`src/hdl/seed_color_threshold_mask_defines.svh`:
```
// ---------------------------------------------------------------------------
// Seed color threshold mask: assertion macros
// Shared concurrent assertion forms, clocked on clk, disabled in reset.
// ---------------------------------------------------------------------------
`ifndef SEED_COLOR_THRESHOLD_MASK_DEFINES_SVH
`define SEED_COLOR_THRESHOLD_MASK_DEFINES_SVH

// same-cycle implication
`define SCM_ASSERT_NOW(label, ante, cons, msg) \
    label: assert property (@(posedge clk) disable iff (!rst_n) (ante) |-> (cons)) \
        else $error(msg);

// next-cycle implication
`define SCM_ASSERT_NEXT(label, ante, cons, msg) \
    label: assert property (@(posedge clk) disable iff (!rst_n) (ante) |=> (cons)) \
        else $error(msg);

`endif

```
`src/hdl/scm_pkg.sv`:
```
// ---------------------------------------------------------------------------
// Seed color threshold mask: package
// Field widths, register indexes and reset constants.
// ---------------------------------------------------------------------------
package scm_pkg;

    localparam int COORD_W = 12;
    localparam int PIX_W   = 8;
    localparam int SUM_W   = 15;
    localparam int CNT_W   = 7;
    localparam int CFG_IDX_W  = 2;
    localparam int CFG_DATA_W = 12;

    // hard ceiling on the gathered pixel count (7-bit counter)
    localparam int COUNT_LIMIT = 127;

    typedef logic [COORD_W-1:0] coord_t;
    typedef logic [PIX_W-1:0]   pix_t;
    typedef logic [SUM_W-1:0]   sum_t;
    typedef logic [CNT_W-1:0]   cnt_t;
    typedef logic [CFG_IDX_W-1:0]  cfg_idx_t;
    typedef logic [CFG_DATA_W-1:0] cfg_data_t;

    // register indexes
    localparam cfg_idx_t CFG_SEED_COL  = 2'd0;
    localparam cfg_idx_t CFG_SEED_ROW  = 2'd1;
    localparam cfg_idx_t CFG_THRESHOLD = 2'd2;

    localparam pix_t THRESHOLD_RESET = 8'd50;

    // item kinds
    localparam logic KIND_GATHER   = 1'b0;
    localparam logic KIND_CLASSIFY = 1'b1;

    // window statistics
    typedef struct packed {
        sum_t blue;
        sum_t green;
        sum_t red;
        cnt_t count;
    } win_stats_t;

endpackage

```
`src/hdl/scm_chan_check.sv`:
```
// ---------------------------------------------------------------------------
// Seed color threshold mask: channel check
// One channel: |pix*count - sum| <= threshold*count, all in integers.
// ---------------------------------------------------------------------------
module scm_chan_check
(
    input  scm_pkg::pix_t pix,
    input  scm_pkg::sum_t sum,
    input  scm_pkg::cnt_t count,
    input  scm_pkg::pix_t threshold,
    output logic          ok
);
    import scm_pkg::*;

    sum_t scaled;
    sum_t limit;
    sum_t delta;

    // 255*127 fits in 15 bits, so both products are exact
    assign scaled = SUM_W'(pix) * SUM_W'(count);
    assign limit  = SUM_W'(threshold) * SUM_W'(count);
    assign delta  = (scaled > sum) ? (scaled - sum) : (sum - scaled);
    assign ok     = (delta <= limit);

endmodule

```
`src/hdl/seed_color_threshold_mask.sv`:
```
// ---------------------------------------------------------------------------
// Seed color threshold mask: top level
// Gathers the mean color around a seed point, then marks matching pixels.
// ---------------------------------------------------------------------------
// Usage:
//   Input channel (in_valid/in_stall) carries one pixel per beat. kind 0 is a
//   gather beat: a pixel inside the square window of radius WINDOW_RADIUS
//   around (seed_row, seed_col) adds to the window sums; frame_start clears
//   the sums first. Gather beats give no output. kind 1 is a classify beat
//   and gives exactly one output beat (out_valid/out_stall) with mask_bit.
//   A classify beat's mask_bit is registered after the input stage. Throughput:
//   one beat per cycle unless the receiver stalls, set by the single input
//   stage feeding the single result register; gather beats keep going while
//   a result is held. On a receiver stall a classify beat waits in the input
//   stage and in_stall rises. Configuration (cfg_wr_en/cfg_index/cfg_data)
//   is the user's to write only while idle; the block does not enforce it.
//   Reset clears the sums and count, sets the seed to (0,0) and the threshold
//   to 50, and empties both stages. No clearing pass is needed.
// ---------------------------------------------------------------------------
`include "seed_color_threshold_mask_defines.svh"

module seed_color_threshold_mask
#(
    parameter int WINDOW_RADIUS = 4
)
(
    input  logic                clk,
    input  logic                rst_n,
    // configuration
    input  logic                cfg_wr_en,
    input  scm_pkg::cfg_idx_t   cfg_index,
    input  scm_pkg::cfg_data_t  cfg_data,
    // pixel input
    input  logic                in_valid,
    output logic                in_stall,
    input  logic                kind,
    input  logic                frame_start,
    input  scm_pkg::coord_t     pixel_row,
    input  scm_pkg::coord_t     pixel_col,
    input  scm_pkg::pix_t       blue,
    input  scm_pkg::pix_t       green,
    input  scm_pkg::pix_t       red,
    // mask output
    output logic                out_valid,
    input  logic                out_stall,
    output logic                mask_bit
);
    import scm_pkg::*;

    // window side and count ceiling, worked out at elaboration
    localparam int SIDE      = 2 * WINDOW_RADIUS + 1;
    localparam int AREA      = SIDE * SIDE;
    localparam int COUNT_CAP = (AREA < COUNT_LIMIT) ? AREA : COUNT_LIMIT;
    localparam cnt_t CAP     = CNT_W'(COUNT_CAP);
    localparam coord_t RADIUS = COORD_W'(WINDOW_RADIUS);

    // ---- configuration registers ----
    coord_t seed_col_reg;
    coord_t seed_row_reg;
    pix_t   threshold_reg;

    always_ff @(posedge clk or negedge rst_n)
    begin
        if (!rst_n)
        begin
            seed_col_reg  <= '0;
            seed_row_reg  <= '0;
            threshold_reg <= THRESHOLD_RESET;
        end
        else if (cfg_wr_en)
        begin
            case (cfg_index)
                CFG_SEED_COL:  seed_col_reg  <= cfg_data;
                CFG_SEED_ROW:  seed_row_reg  <= cfg_data;
                CFG_THRESHOLD: threshold_reg <= cfg_data[PIX_W-1:0];
                default:       ;
            endcase
        end
    end

    // ---- input stage ----
    logic   s1_valid_reg;
    logic   s1_kind_reg;
    logic   s1_start_reg;
    coord_t s1_row_reg;
    coord_t s1_col_reg;
    pix_t   s1_blue_reg;
    pix_t   s1_green_reg;
    pix_t   s1_red_reg;

    logic   s1_valid_next;
    logic   s1_go;       // input stage hands its beat on this edge
    logic   in_fire;

    // a gather beat always retires; a classify beat needs room at the output
    assign s1_go    = s1_valid_reg &&
                      ((s1_kind_reg == KIND_GATHER) || !out_valid || !out_stall);
    assign in_stall = s1_valid_reg && !s1_go;
    assign in_fire  = in_valid && !in_stall;

    always_comb
    begin
        s1_valid_next = s1_valid_reg;
        if (in_fire)
            s1_valid_next = 1'b1;
        else if (s1_go)
            s1_valid_next = 1'b0;
    end

    always_ff @(posedge clk or negedge rst_n)
    begin
        if (!rst_n)
            s1_valid_reg <= 1'b0;
        else
            s1_valid_reg <= s1_valid_next;
    end

    always_ff @(posedge clk)
    begin
        if (in_fire)
        begin
            s1_kind_reg  <= kind;
            s1_start_reg <= frame_start;
            s1_row_reg   <= pixel_row;
            s1_col_reg   <= pixel_col;
            s1_blue_reg  <= blue;
            s1_green_reg <= green;
            s1_red_reg   <= red;
        end
    end

    // ---- window accumulation ----
    win_stats_t stats_reg;
    win_stats_t stats_next;
    win_stats_t stats_base;
    coord_t     row_dist;
    coord_t     col_dist;
    logic       in_window;

    assign row_dist  = (s1_row_reg > seed_row_reg) ? (s1_row_reg - seed_row_reg)
                                                   : (seed_row_reg - s1_row_reg);
    assign col_dist  = (s1_col_reg > seed_col_reg) ? (s1_col_reg - seed_col_reg)
                                                   : (seed_col_reg - s1_col_reg);
    assign in_window = (row_dist <= RADIUS) && (col_dist <= RADIUS);

    always_comb
    begin
        // frame_start clears before the add
        stats_base = s1_start_reg ? '0 : stats_reg;
        stats_next = stats_reg;
        if (s1_go && (s1_kind_reg == KIND_GATHER))
        begin
            stats_next = stats_base;
            if (in_window && (stats_base.count < CAP))
            begin
                stats_next.blue  = stats_base.blue  + SUM_W'(s1_blue_reg);
                stats_next.green = stats_base.green + SUM_W'(s1_green_reg);
                stats_next.red   = stats_base.red   + SUM_W'(s1_red_reg);
                stats_next.count = stats_base.count + 1'b1;
            end
        end
    end

    always_ff @(posedge clk or negedge rst_n)
    begin
        if (!rst_n)
            stats_reg <= '0;
        else
            stats_reg <= stats_next;
    end

    // ---- classification ----
    logic ok_blue;
    logic ok_green;
    logic ok_red;
    logic match;

    scm_chan_check u_chk_blue
    (
        .pix       (s1_blue_reg),
        .sum       (stats_reg.blue),
        .count     (stats_reg.count),
        .threshold (threshold_reg),
        .ok        (ok_blue)
    );

    scm_chan_check u_chk_green
    (
        .pix       (s1_green_reg),
        .sum       (stats_reg.green),
        .count     (stats_reg.count),
        .threshold (threshold_reg),
        .ok        (ok_green)
    );

    scm_chan_check u_chk_red
    (
        .pix       (s1_red_reg),
        .sum       (stats_reg.red),
        .count     (stats_reg.count),
        .threshold (threshold_reg),
        .ok        (ok_red)
    );

    // empty window never matches
    assign match = (stats_reg.count != '0) && ok_blue && ok_green && ok_red;

    // ---- result register ----
    logic out_valid_reg;
    logic out_valid_next;
    logic mask_bit_reg;
    logic cls_go;

    assign cls_go         = s1_go && (s1_kind_reg == KIND_CLASSIFY);
    assign out_valid_next = cls_go || (out_valid_reg && out_stall);

    always_ff @(posedge clk or negedge rst_n)
    begin
        if (!rst_n)
            out_valid_reg <= 1'b0;
        else
            out_valid_reg <= out_valid_next;
    end

    always_ff @(posedge clk)
    begin
        if (cls_go)
            mask_bit_reg <= match;
    end

    assign out_valid = out_valid_reg;
    assign mask_bit  = mask_bit_reg;

    // ---- assertions ----
    `SCM_ASSERT_NOW(a_count_cap, 1'b1, stats_reg.count <= CAP, "window count above cap")
    `SCM_ASSERT_NOW(a_stall_needs_beat, !s1_valid_reg, !in_stall, "stall with empty stage")
    `SCM_ASSERT_NEXT(a_empty_no_match, cls_go && (stats_reg.count == '0), !mask_bit, "empty window matched")
    `SCM_ASSERT_NEXT(a_start_clears, s1_go && !s1_kind_reg && s1_start_reg && !in_window, stats_reg.count == '0, "frame start did not clear")

endmodule
```
`config.mk`:
```
export PLATFORM = sky130hd
export DESIGN_NAME = seed_color_threshold_mask
export DESIGN_NICKNAME = d
export VERILOG_FILES = /design/src/hdl/scm_pkg.sv /design/src/hdl/scm_chan_check.sv /design/src/hdl/seed_color_threshold_mask.sv
export VERILOG_INCLUDE_DIRS = /design/src /design/src/hdl
export SDC_FILE = /design/constraint.sdc
export NUM_CORES = 1
export LEC_CHECK = 0
export BUFFER_PORTS_ARGS = -buffer_cell sky130_fd_sc_hd__buf_2
export CAP_MARGIN = 15
export CORE_MARGIN = 2
export CORE_UTILIZATION = 55
export DETAILED_ROUTE_END_ITERATION = 10
export GPL_ROUTABILITY_DRIVEN = 1
export HOLD_SLACK_MARGIN = 0.08
export PLACE_DENSITY = 0.72
export REMOVE_ABC_BUFFERS = 1
export SLEW_MARGIN = 10
export SYNTH_ARGS = -nofsm -noshare
export SYNTH_HDL_FRONTEND = slang
export SYNTH_SLANG_ARGS = --single-unit
```
`constraint.sdc`:
```
create_clock -name clk -period 10.7 [get_ports clk]
set_input_delay 1.605 -clock clk [delete_from_list [all_inputs] [get_ports clk]]
set_output_delay 1.605 -clock clk [all_outputs]
set_load 0.005 [all_outputs]
```
==> results.py, run 1 <==
metrics = {
    "clock_network": {
        "cts_sinks": 137,
        "clockRootBuffer": "clkbuf_16",
        "cts_hold_buf": 0,
        "cts_tree": "yes",
        "cts_resized": 0,
        "htreeDepth": 4,
        "clk_pin_slew_ns": 0.07,
        "cts.path.max_buffers": 2,
        "clock_latency_ns": 0.49,
        "cts_setup_buffers": 0,
        "cts_buffers": 17,
    },
    "sta": {
        "rsz0062_at_grt": "false",
        "fin_crit_sh_pct": 86.9,
        "worstMarginPinSlew_ns": 1.24,
        "timing.fmax_mhz": 108,
        "hold_ws_ns": 0.516,
        "finalSetupViolations": 0,
        "hold_viol": 0,
        "slew_viol_final": 0,
        "finalWorstPathRequiredPeriod_ns": 9.30,
        "fin_tns_setup_ns": 0,
        "fin_skew_ns": 0.0119,
        "relSlewSlack_pct": 17.2,
    },
    "die": {
        "initial_core_util_pct": 55.7,
        "die_h_um": 199,
        "pin_count": 72,
        "core-area_um2": 37500,
        "die_area_um2": 39500,
        "die_x_um": 199,
        "row_count": 71,
    },
    "detailed_routing": {
        "drtPass1Iterations": 8,
        "vias": 17905,
        "routedWlPerCell_um": 18.4,
        "ant_nets": 0,
        "drt_iter0_markers": 1236,
        "route.detailed.drc": 0,
        "avgViaCountPerCell": 5.94,
        "routed_wl_um": 55500,
    },
    "logic_synthesis": {
        "syn_area_um2": 20900,
        "synth.yosys.warnings": 0,
        "yosysUniqueCellTypes": 75,
        "synth_top_area_share_pct": 20.1,
        "synth-seq-area-share_pct": 17.7,
        "synth_edf_count": 51,
        "ys_ff_latch": 137,
        "synthFlopType": "dfrtp_1",
        "synthArstFlopShare_pct": 62.8,
        "avgSynthCellArea_um2": 8.43,
        "synth_top_area_cell": "ha_1",
        "synth.area.top_cells": "ha_1 (20%), fa_1 (12%), dfrtp_1 (10%), edfxtp_1 (7.3%), inv_1 (6.2%)",
        "synthCells": 2476,
    },
    "finish": {
        "multiInputGateArea_um2": 15500,
        "largest_reg_flops": 52,
        "fillers": 3422,
        "regArea_um2": 3690,
        "drive_gt1_share_pct": 7.03,
        "layout.nets": 3019,
        "antenna_cells": 0,
        "layout_commonest_cell": "inv_1",
        "finish.utilization_pct": 59.4,
        "layout_common_cells": "inv_1 (347), ha_1 (335), nand2_1 (209), and2_1 (153), nor2_1 (133)",
        "syn_to_final_growth_pct": 6.68,
    },
    "grt": {
        "grt_start_max_net_pins": 59,
        "grt_pass1_vias": 17712,
        "antenna_found_initial": 0,
        "grt_overflow": 0,
        "grt_use_total_pct": 29.2,
        "grt_pass1_wl_um": 90100,
    },
    "setup_path": {
        "critPathArrivalTime_ns": 9.61,
        "rr_worst_depth": 38,
        "path_max_fanout": 28,
        "cp-end-kind": "flop",
        "crit_slowest_cell": "dfrtp_1",
        "crit_cells": 38,
        "critPathRequiredTime_ns": 11.01,
        "critPathBufInv": 5,
        "critical_path_class": "flop to flop",
        "critPathLaunchType": "flop",
        "max_stage_delay_ns": 0.77,
        "crit_family": "adder cells",
    },
    "placement": {
        "portBuffers": 71,
        "gp_congestion": 0.929,
        "dp_hpwl_um": 42300,
    },
    "worst_hold_path": {
        "whs_path_depth": 1,
        "min_path_type": "flop to flop",
    },
    "power": {
        "power.density_nw_per_um2": 210,
        "power.leakage_nw": 11.1,
        "ir_worst_vdd_mv": 0.143,
    },
    "status": {
        "status": "complete, no violations",
    },
    "flow_run": {
        "max_cap_violations": 0,
    },
}
[power by group]
part / switching (W) / internal [W]
registers: 0.0000805 / 0.000614
logic: 0.00187 / 0.00149
clock network: 0.000288 / 0.000335
[synthesized netlist by cell type, types with 12 or more instances]
library cell  instances
o21ai_0             120
mux2_2               26
mux2i_1              30
clkbuf_1             80
nand4_1              29
ha_1                335
o21a_1               25
a21oi_1             125
o21bai_1             17
a21boi_0             24
nor3_1               40
a211oi_1             15
nor4_1               19
o41ai_1              16
inv_1               347
xor2_1               40
edfxtp_1             51
xnor2_1              64
nand2_1             209
nand2b_1             30
and3_1               13
fa_1                125
nand3_1              38
and2_1              154
a31oi_1              12
nor2b_1              35
nor2_1              133
a21o_1               65
or3_1                13
dfrtp_1              83
[routing by layer]
metal | up-vias | part of all wire [%] | track usage [%]
met1 | 8745 | 44 | 38.1
met3 | 97 | 5.9 | 4.75
li1 | 8495 | - | -
met2 | 568 | 47 | 48.6
met5 | - | 0 | 0
met4 | 0 | 2.9 | 11.2
[per-stage QoR]
step | cell area, µm² | worst slack, ns | cells | total power (W)
after floorplan | 20500 | 2.00 | 2379 | 0.00318
after global placement | 21700 | 1.93 | 2982 | 0.00388
after detailed placement | 21700 | 1.60 | 2982 | 0.00397
after CTS | 22300 | 1.54 | 3014 | 0.00464
after global routing | 22300 | 0.721 | 3014 | 0.00510
final | 22300 | 1.40 | 3014 | 0.00467
[worst paths after layout]
kind,start,end,slack (ns)
worst max-delay path,stats_reg[3],mask_bit,1.40
worst min-delay path,seed_row_reg[11],seed_row_reg[11],0.52
worst max register to register,stats_reg[3],mask_bit,1.40
worst min register to register,seed_row_reg[11],seed_row_reg[11],0.52
max in group asynchronous,rst_n,stats_reg[26],8.46
min in group asynchronous,rst_n,stats_reg[42],1.06
[cell type report]
class | instances | share of cell area (%)
multi-input combinational | 1895 | 69.8
inverter | 347 | 5.85
tap | 511 | 2.87
sequential | 137 | 16.6
timing repair buffer | 92 | 2.32
clock buffer | 18 | 1.97
clock inverter | 14 | 0.663
[cells by family after synthesis]
group / synth area share, %
muxes: 2.84
DFF: 17.7
and+or+nand+nor: 18.4
buffers and inverters: 8.11
adders and majority gates: 32.1
AOI/OAI and AO/OA: 16.5
xor gates and xnor gates: 4.37
No activity file was read; power rests on OpenSTA's default activity.
==> run 2, diff against run 1 <==
--- a/config.mk
+++ b/config.mk
@@ -10,6 +10,7 @@
 export CAP_MARGIN = 15
 export CORE_MARGIN = 2
 export CORE_UTILIZATION = 55
+export CTS_CLUSTER_DIAMETER = 50
 export DETAILED_ROUTE_END_ITERATION = 10
 export GPL_ROUTABILITY_DRIVEN = 1
 export HOLD_SLACK_MARGIN = 0.08
@@ -18,4 +19,6 @@
 export SLEW_MARGIN = 10
 export SYNTH_ARGS = -nofsm -noshare
 export SYNTH_HDL_FRONTEND = slang
+export SYNTH_HIERARCHICAL = 1
 export SYNTH_SLANG_ARGS = --single-unit
+export TNS_END_PERCENT = 5
==> run 2 against run 1 <==
Hold slack better by 0.030 ns; largest power group is now registers; wire length up 18%; sequential cell count unchanged; final area up 19%; die area up 20%; largest cell class unchanged; sequential share of layout area down 2.7 points; highest routed layer unchanged; global-route usage down 0.89 points.
==> results.py, run 2 <==
metrics = {
    "sta": {
        "finalWorstPathRequiredPeriod_ns": 8.83,
        "fin_tns_setup_ns": 0,
        "hold_viol": 0,
        "slew_viol_final": 0,
        "fin_crit_sh_pct": 82.5,
        "rsz0062_at_grt": "false",
        "timing.fmax_mhz": 113,
        "setup_slack_ns": 1.87,
        "worstMarginPinSlew_ns": 1.00,
        "finalSetupViolations": 0,
        "relSlewSlack_pct": 33.1,
        "fin_skew_ns": 0.0182,
    },
    "power": {
        "power_frac_clock_pct": 35.5,
        "p_sw_w": 0.000614,
        "power.density_nw_per_um2": 63.5,
        "switching_share_pct": 36.5,
        "seqPwrFrac_pct": 38.8,
        "ir_worst_vdd_mv": 0.169,
        "p_int_w": 0.00107,
        "power.leakage_nw": 13.6,
        "power_frac_comb_pct": 25.8,
    },
    "logic_synthesis": {
        "synth-seq-area-share_pct": 14.6,
        "yosysUniqueCellTypes": 106,
        "post-synth-top-count-cell": "ha_1",
        "avgSynthCellArea_um2": 8.71,
        "syn_area_um2": 25200,
        "synth_top_cells_by_count": "ha_1 (401), inv_1 (386), nand2_1 (257)",
        "synth_edf_count": 51,
        "synth_top_area_cell": "ha_1",
        "ys_ff_latch": 137,
        "synth.area.top_cells": "ha_1 (20%), fa_1 (15%), dfrtp_1 (8.2%), edfxtp_1 (6.1%), inv_1 (5.8%)",
        "synth.yosys.warnings": 6,
        "synthFlopType": "dfrtp_1",
        "synth_top_area_share_pct": 19.9,
        "synthCells": 2891,
        "synthArstFlopShare_pct": 62.8,
    },
    "grt": {
        "grt_overflow": 0,
        "grt_start_max_net_pins": 60,
        "grt_pass1_vias": 21872,
        "met1_usage_pct": 36.1,
        "top_usage_layer": "met2",
        "grtUsageMet2_pct": 50.1,
        "grt_pass1_wl_um": 109000,
        "use_met3_pct": 3.04,
        "grt_use_total_pct": 28.3,
        "antenna_found_initial": 0,
    },
    "flow_run": {
        "max_cap_violations": 0,
    },
    "die": {
        "die_x_um": 218,
        "die_h_um": 218,
        "row_count": 78,
        "die_area_um2": 47500,
        "pin_count": 72,
        "core-area_um2": 45300,
        "initial_core_util_pct": 55.6,
    },
    "detailed_routing": {
        "routed_wl_um": 65200,
        "drt_iter0_markers": 1229,
        "drtPass1Iterations": 8,
        "route.detailed.drc": 0,
        "routedWlPerCell_um": 18.5,
        "vias": 20919,
        "avgViaCountPerCell": 5.94,
        "ant_nets": 0,
    },
    "setup_path": {
        "cp-end-kind": "flop",
        "path_max_fanout": 27,
        "max_stage_delay_ns": 0.97,
        "critPathLaunchType": "flop",
        "critPathRequiredTime_ns": 11.00,
        "critical_path_class": "flop to flop",
        "critPathArrivalTime_ns": 9.13,
        "crit_slowest_cell": "dfrtp_1",
    },
    "placement": {
        "portBuffers": 71,
        "gp_congestion": 0.912,
        "pre_cts_ws_ns": 2.16,
        "dp_hpwl_um": 50800,
    },
    "finish": {
        "antenna_cells": 0,
        "syn_to_final_growth_pct": 5.29,
        "layout.nets": 3559,
        "layout_common_cells": "ha_1 (401), inv_1 (386), nand2_1 (257), and2_1 (212), fa_1 (183)",
        "largest_reg_flops": 52,
        "layout_commonest_cell": "ha_1",
        "drive_gt1_share_pct": 6.65,
        "fillers": 4088,
    },
    "clock_network": {
        "cts_sinks": 137,
        "clock_latency_ns": 0.46,
        "clk_pin_slew_ns": 0.07,
        "cts_setup_buffers": 0,
        "cts_hold_buf": 0,
        "cts_tree": "yes",
        "clockRootBuffer": "clkbuf_16",
        "htreeDepth": 4,
        "cts.path.max_buffers": 2,
        "cts_resized": 0,
        "cts_buffers": 17,
    },
    "status": {
        "status": "complete, no violations",
    },
    "worst_hold_path": {
        "min_path_type": "flop to flop",
    },
}
==> run 2: changes by cell type in the layout (fill, tap and decap cells not counted), moves of 39 or more <==
cell / before / now
ha_1: 335 / 401
and2_1: 153 / 212
fa_1: 125 / 183
nand2_1: 209 / 257
nor2_1: 133 / 91
inv_1: 347 / 386
==> run 2: metal layers <==
| layer | vias up | wire (µm) |
|---|---|---|
| met5 | - | 0 |
| met4 | 0 | 1620 |
| met3 | 95 | 2930 |
| met2 | 561 | 32200 |
| met1 | 10298 | 28400 |
| li1 | 9965 | - |
==> run 2: final timing paths <==
| kind | slack [ns] | depth (start not counted) | to | startpoint |
|---|---|---|---|---|
| max reg2reg | 1.87 | 32 | mask_bit | stats_reg[4] |
| max | 1.87 | 32 | mask_bit | stats_reg[4] |
| min | 0.55 | 2 | out_valid | out_valid |
| max in group asynchronous | 8.44 | 2 | stats_reg[37] | rst_n |
| min in group asynchronous | 1.09 | 1 | seed_row_reg[11] | rst_n |
| min reg2reg | 0.55 | 2 | out_valid | out_valid |
==> run 2: stage by stage <==
step	hold WS (ns)	total power (W)	cells	util [%]	cell area, µm²
floorplan	0.479	0.000929	2795	-	24700
detailed placement	0.521	0.00109	3486	57.3	25900
CTS	0.541	0.00169	3518	58.5	26500
global route	0.576	0.00176	3519	58.6	26500
finish	0.546	0.00168	3519	58.6	26500
global placement	0.500	0.00108	3486	57.3	25900
==> run 2: cell families after synthesis <==
logic type                 after synthesis  synth area share, %
AOI/OAI and AO/OA                      621                 17.3
adders and majority gates              584                 34.5
and+or+nand+nor                        861                 18.2
DFF                                    137                 14.6
muxes                                   71                 2.94
xor gates and xnor gates               134                 4.66
buffers and inverters                  483                 7.85
==> run 2: area by class of cell <==
class | count | area [µm²] | share of cell area (%)
clock inverter | 13 | 123 | 0.462
clock buffer | 19 | 454 | 1.71
timing repair buffer | 92 | 523 | 1.97
inverter | 387 | 1450 | 5.48
tap | 600 | 751 | 2.83
sequential | 137 | 3690 | 13.9
multi-input combinational | 2271 | 19500 | 73.6
==> run 2: power groups by stage <==
stage / sequential [W] / clock [W] / combinational (W)
CTS: 0.000652 / 0.000607 / 0.000428
floorplan: 0.000635 / 0 / 0.000294
global route: 0.000657 / 0.000629 / 0.000475
detailed placement: 0.000662 / 0 / 0.000425
global placement: 0.000660 / 0 / 0.000416
finish: 0.000652 / 0.000597 / 0.000434
==> run 2: worst max-delay path: cells and delay by family, from the launching register on <==
kind	cells	cell delay (ns)
fa+ha+maj	7	2.69
compound gates	11	2.31
simple gates	6	1.44
flops	1	0.97
buf+inv	5	0.66
xor+xnor	2	0.31
mux	1	0.29
==> run 3, diff against run 2 <==
--- a/config.mk
+++ b/config.mk
@@ -14,7 +14,7 @@
 export DETAILED_ROUTE_END_ITERATION = 10
 export GPL_ROUTABILITY_DRIVEN = 1
 export HOLD_SLACK_MARGIN = 0.08
-export PLACE_DENSITY = 0.72
+export PLACE_DENSITY = 0.75
 export REMOVE_ABC_BUFFERS = 1
 export SLEW_MARGIN = 10
 export SYNTH_ARGS = -nofsm -noshare
==> constraint.sdc (replaced) <==
create_clock -name clk -period 8.1 [get_ports clk]
set_input_delay 1.215 -clock clk [delete_from_list [all_inputs] [get_ports clk]]
set_output_delay 1.215 -clock clk [all_outputs]
set_load 0.005 [all_outputs]
==> run 3 against run 2 <==
Combinational power is 31% higher; power increased by 33%; sequential share of layout area down 0.19 points; sequential power rose by 33%; critical path depth is 1 lower; final area rose by 1.6%; sequential cell count is the same; die area unchanged; fmax grew 13%; critical path type unchanged; clock-buffer cell count down 1; final cell count rose by 1.1%; wire length rose by 1.0%.
==> results.py, run 3 (same netlist as run 2, synthesis figures left out) <==
metrics = {
    "status": {
        "status": "complete, no violations",
    },
    "power": {
        "power.leakage_nw": 13.8,
        "ir_worst_vdd_mv": 0.224,
        "p_total_w": 0.00224,
        "power.density_nw_per_um2": 83.2,
    },
    "placement": {
        "portBuffers": 71,
        "place_area_um2": 26100,
        "dp_hpwl_um": 51400,
        "gp_congestion": 0.951,
        "pre_cts_ws_ns": -0.0311,
    },
    "die": {
        "row_count": 78,
        "pin_count": 72,
        "die_h_um": 218,
        "initial_core_util_pct": 55.6,
        "die_x_um": 218,
        "core-area_um2": 45300,
        "die_area_um2": 47500,
    },
    "setup_path": {
        "crit_start": "stats_reg[3]",
        "cp-end-kind": "flop",
        "critPathRequiredTime_ns": 8.40,
        "max_stage_delay_ns": 0.66,
        "r2r_start": "stats_reg[3]",
        "critPathArrivalTime_ns": 8.11,
        "critPathBufInv": 7,
        "path_max_fanout": 9,
        "crit_slowest_cell": "o41ai_1",
        "critical_path_class": "flop to flop",
        "critPathLaunchType": "flop",
        "crit_family": "adder cells",
    },
    "worst_hold_path": {
        "min_from": "stats_reg[22]",
        "min_path_type": "flop to flop",
    },
    "sta": {
        "worstMarginPinSlew_ns": 1.07,
        "hold_ws_ns": 0.559,
        "timing.fmax_mhz": 128,
        "fin_skew_ns": 0.00863,
        "fin_crit_sh_pct": 96.4,
        "setup_slack_ns": 0.295,
        "finalWorstPathRequiredPeriod_ns": 7.81,
        "finalSetupViolations": 0,
        "relSlewSlack_pct": 28.5,
        "hold_viol": 0,
        "slew_viol_final": 0,
    },
    "finish": {
        "syn_to_final_growth_pct": 6.94,
        "antenna_cells": 0,
        "post-route-cell-area_um2": 26900,
        "layout.nets": 3599,
        "drive_gt1_share_pct": 8.38,
        "largest_reg_flops": 52,
        "layout_common_cells": "ha_1 (398), inv_1 (386), nand2_1 (257), and2_1 (212), fa_1 (183)",
        "layout_commonest_cell": "ha_1",
    },
    "detailed_routing": {
        "ant_nets": 0,
        "routedWlPerCell_um": 18.5,
        "drt_iter0_markers": 1610,
        "routed_wl_um": 65800,
        "vias": 21198,
        "route.detailed.drc": 0,
        "drtPass1Iterations": 6,
        "avgViaCountPerCell": 5.96,
    },
    "grt": {
        "grt_pass1_wl_um": 109000,
        "grt_start_max_net_pins": 63,
        "grt_use_total_pct": 28.2,
        "antenna_found_initial": 1,
        "grt_pass1_vias": 21831,
        "grt_overflow": 0,
    },
    "clock_network": {
        "clk_pin_slew_ns": 0.07,
        "cts_sinks": 137,
        "clockRootBuffer": "clkbuf_16",
        "cts.path.max_buffers": 2,
        "clock_latency_ns": 0.44,
        "cts_hold_buf": 0,
        "cts_tree": "yes",
        "cts_buffers": 17,
        "htreeDepth": 4,
    },
    "flow_run": {
        "max_cap_violations": 0,
    },
}
run 3: cell count changes in the layout (fill, tap and decap cells not counted), moves of 2 or more:
cell,previous run,this run
ha_4,0,2
buf_4,21,57
buf_6,0,3
a21oi_1,152,150
inv_8,2,4
dfrtp_1,83,79
dfrtp_2,0,3
a21oi_2,3,5
ha_1,401,398
o21ai_0,92,90
o21ai_1,9,11
run 3: worst register-to-register path, delay by kind of cell, from the launching register on:
kind            cells  cell delay [ns]
buf+inv             7             0.70
fa+ha+maj           7             3.04
compound gates      8             1.86
simple gates        6             1.19
xor+xnor            2             0.22
flops               1             0.46
mux                 1             0.18
run 3: what timing repair did:
action / CTS / global route
pin swaps: 0 / 4
endpoints found under the setup margin: 1 / 1
setup buffers: 0 / 20
gates cloned: 0 / 1
resized for setup: 1 / 25
run 3: final cells by class:
type	instances	area [µm²]
multi-input combinational	2272	19600
fill	3945	18400
sequential	137	3690
inverter	387	1450
timing repair buffer	131	832
tap	600	751
clock buffer	18	429
clock inverter	14	156
run 3: report_power, final:
group,switching (W),total [W],internal [W]
registers,0.0000929,0.000865,0.000772
clock network,0.000368,0.000807,0.000438
logic,0.000351,0.000569,0.000219
total,0.000812,0.00224,0.00143
run 3: per-layer routing:
layer / vias up / track usage (%) / part of all wire [%]
met1: 10377 / 36.2 / 44
met4: 0 / 8.84 / 2.8
met5: - / 0 / 0
li1: 10040 / - / -
met2: 644 / 49.8 / 49
met3: 137 / 3.10 / 4.2
run 3: path summary, 6_finish.rpt:
| check | to | cells after the start | slack, ns |
|---|---|---|---|
| max | mask_bit | 31 | 0.29 |
| min | stats_reg[22] | 1 | 0.56 |
| max reg2reg | mask_bit | 31 | 0.29 |
| min reg2reg | stats_reg[22] | 1 | 0.56 |
| max in group asynchronous | stats_reg[5] | 2 | 6.17 |
| min in group asynchronous | seed_row_reg[7] | 1 | 0.67 |
run 3: per-stage QoR:
| step | cells | util, % | setup TNS (ns) |
|---|---|---|---|
| 6_report | 3559 | 59.5 | 0 |
| 3_5_place_dp | 3506 | 57.6 | -0.0311 |
| 5_1_grt | 3559 | 59.5 | -0.0259 |
| 4_1_cts | 3538 | 58.9 | 0 |
| 2_1_floorplan | 2795 | - | 0 |
| 3_3_place_gp | 3506 | 57.6 | 0 |
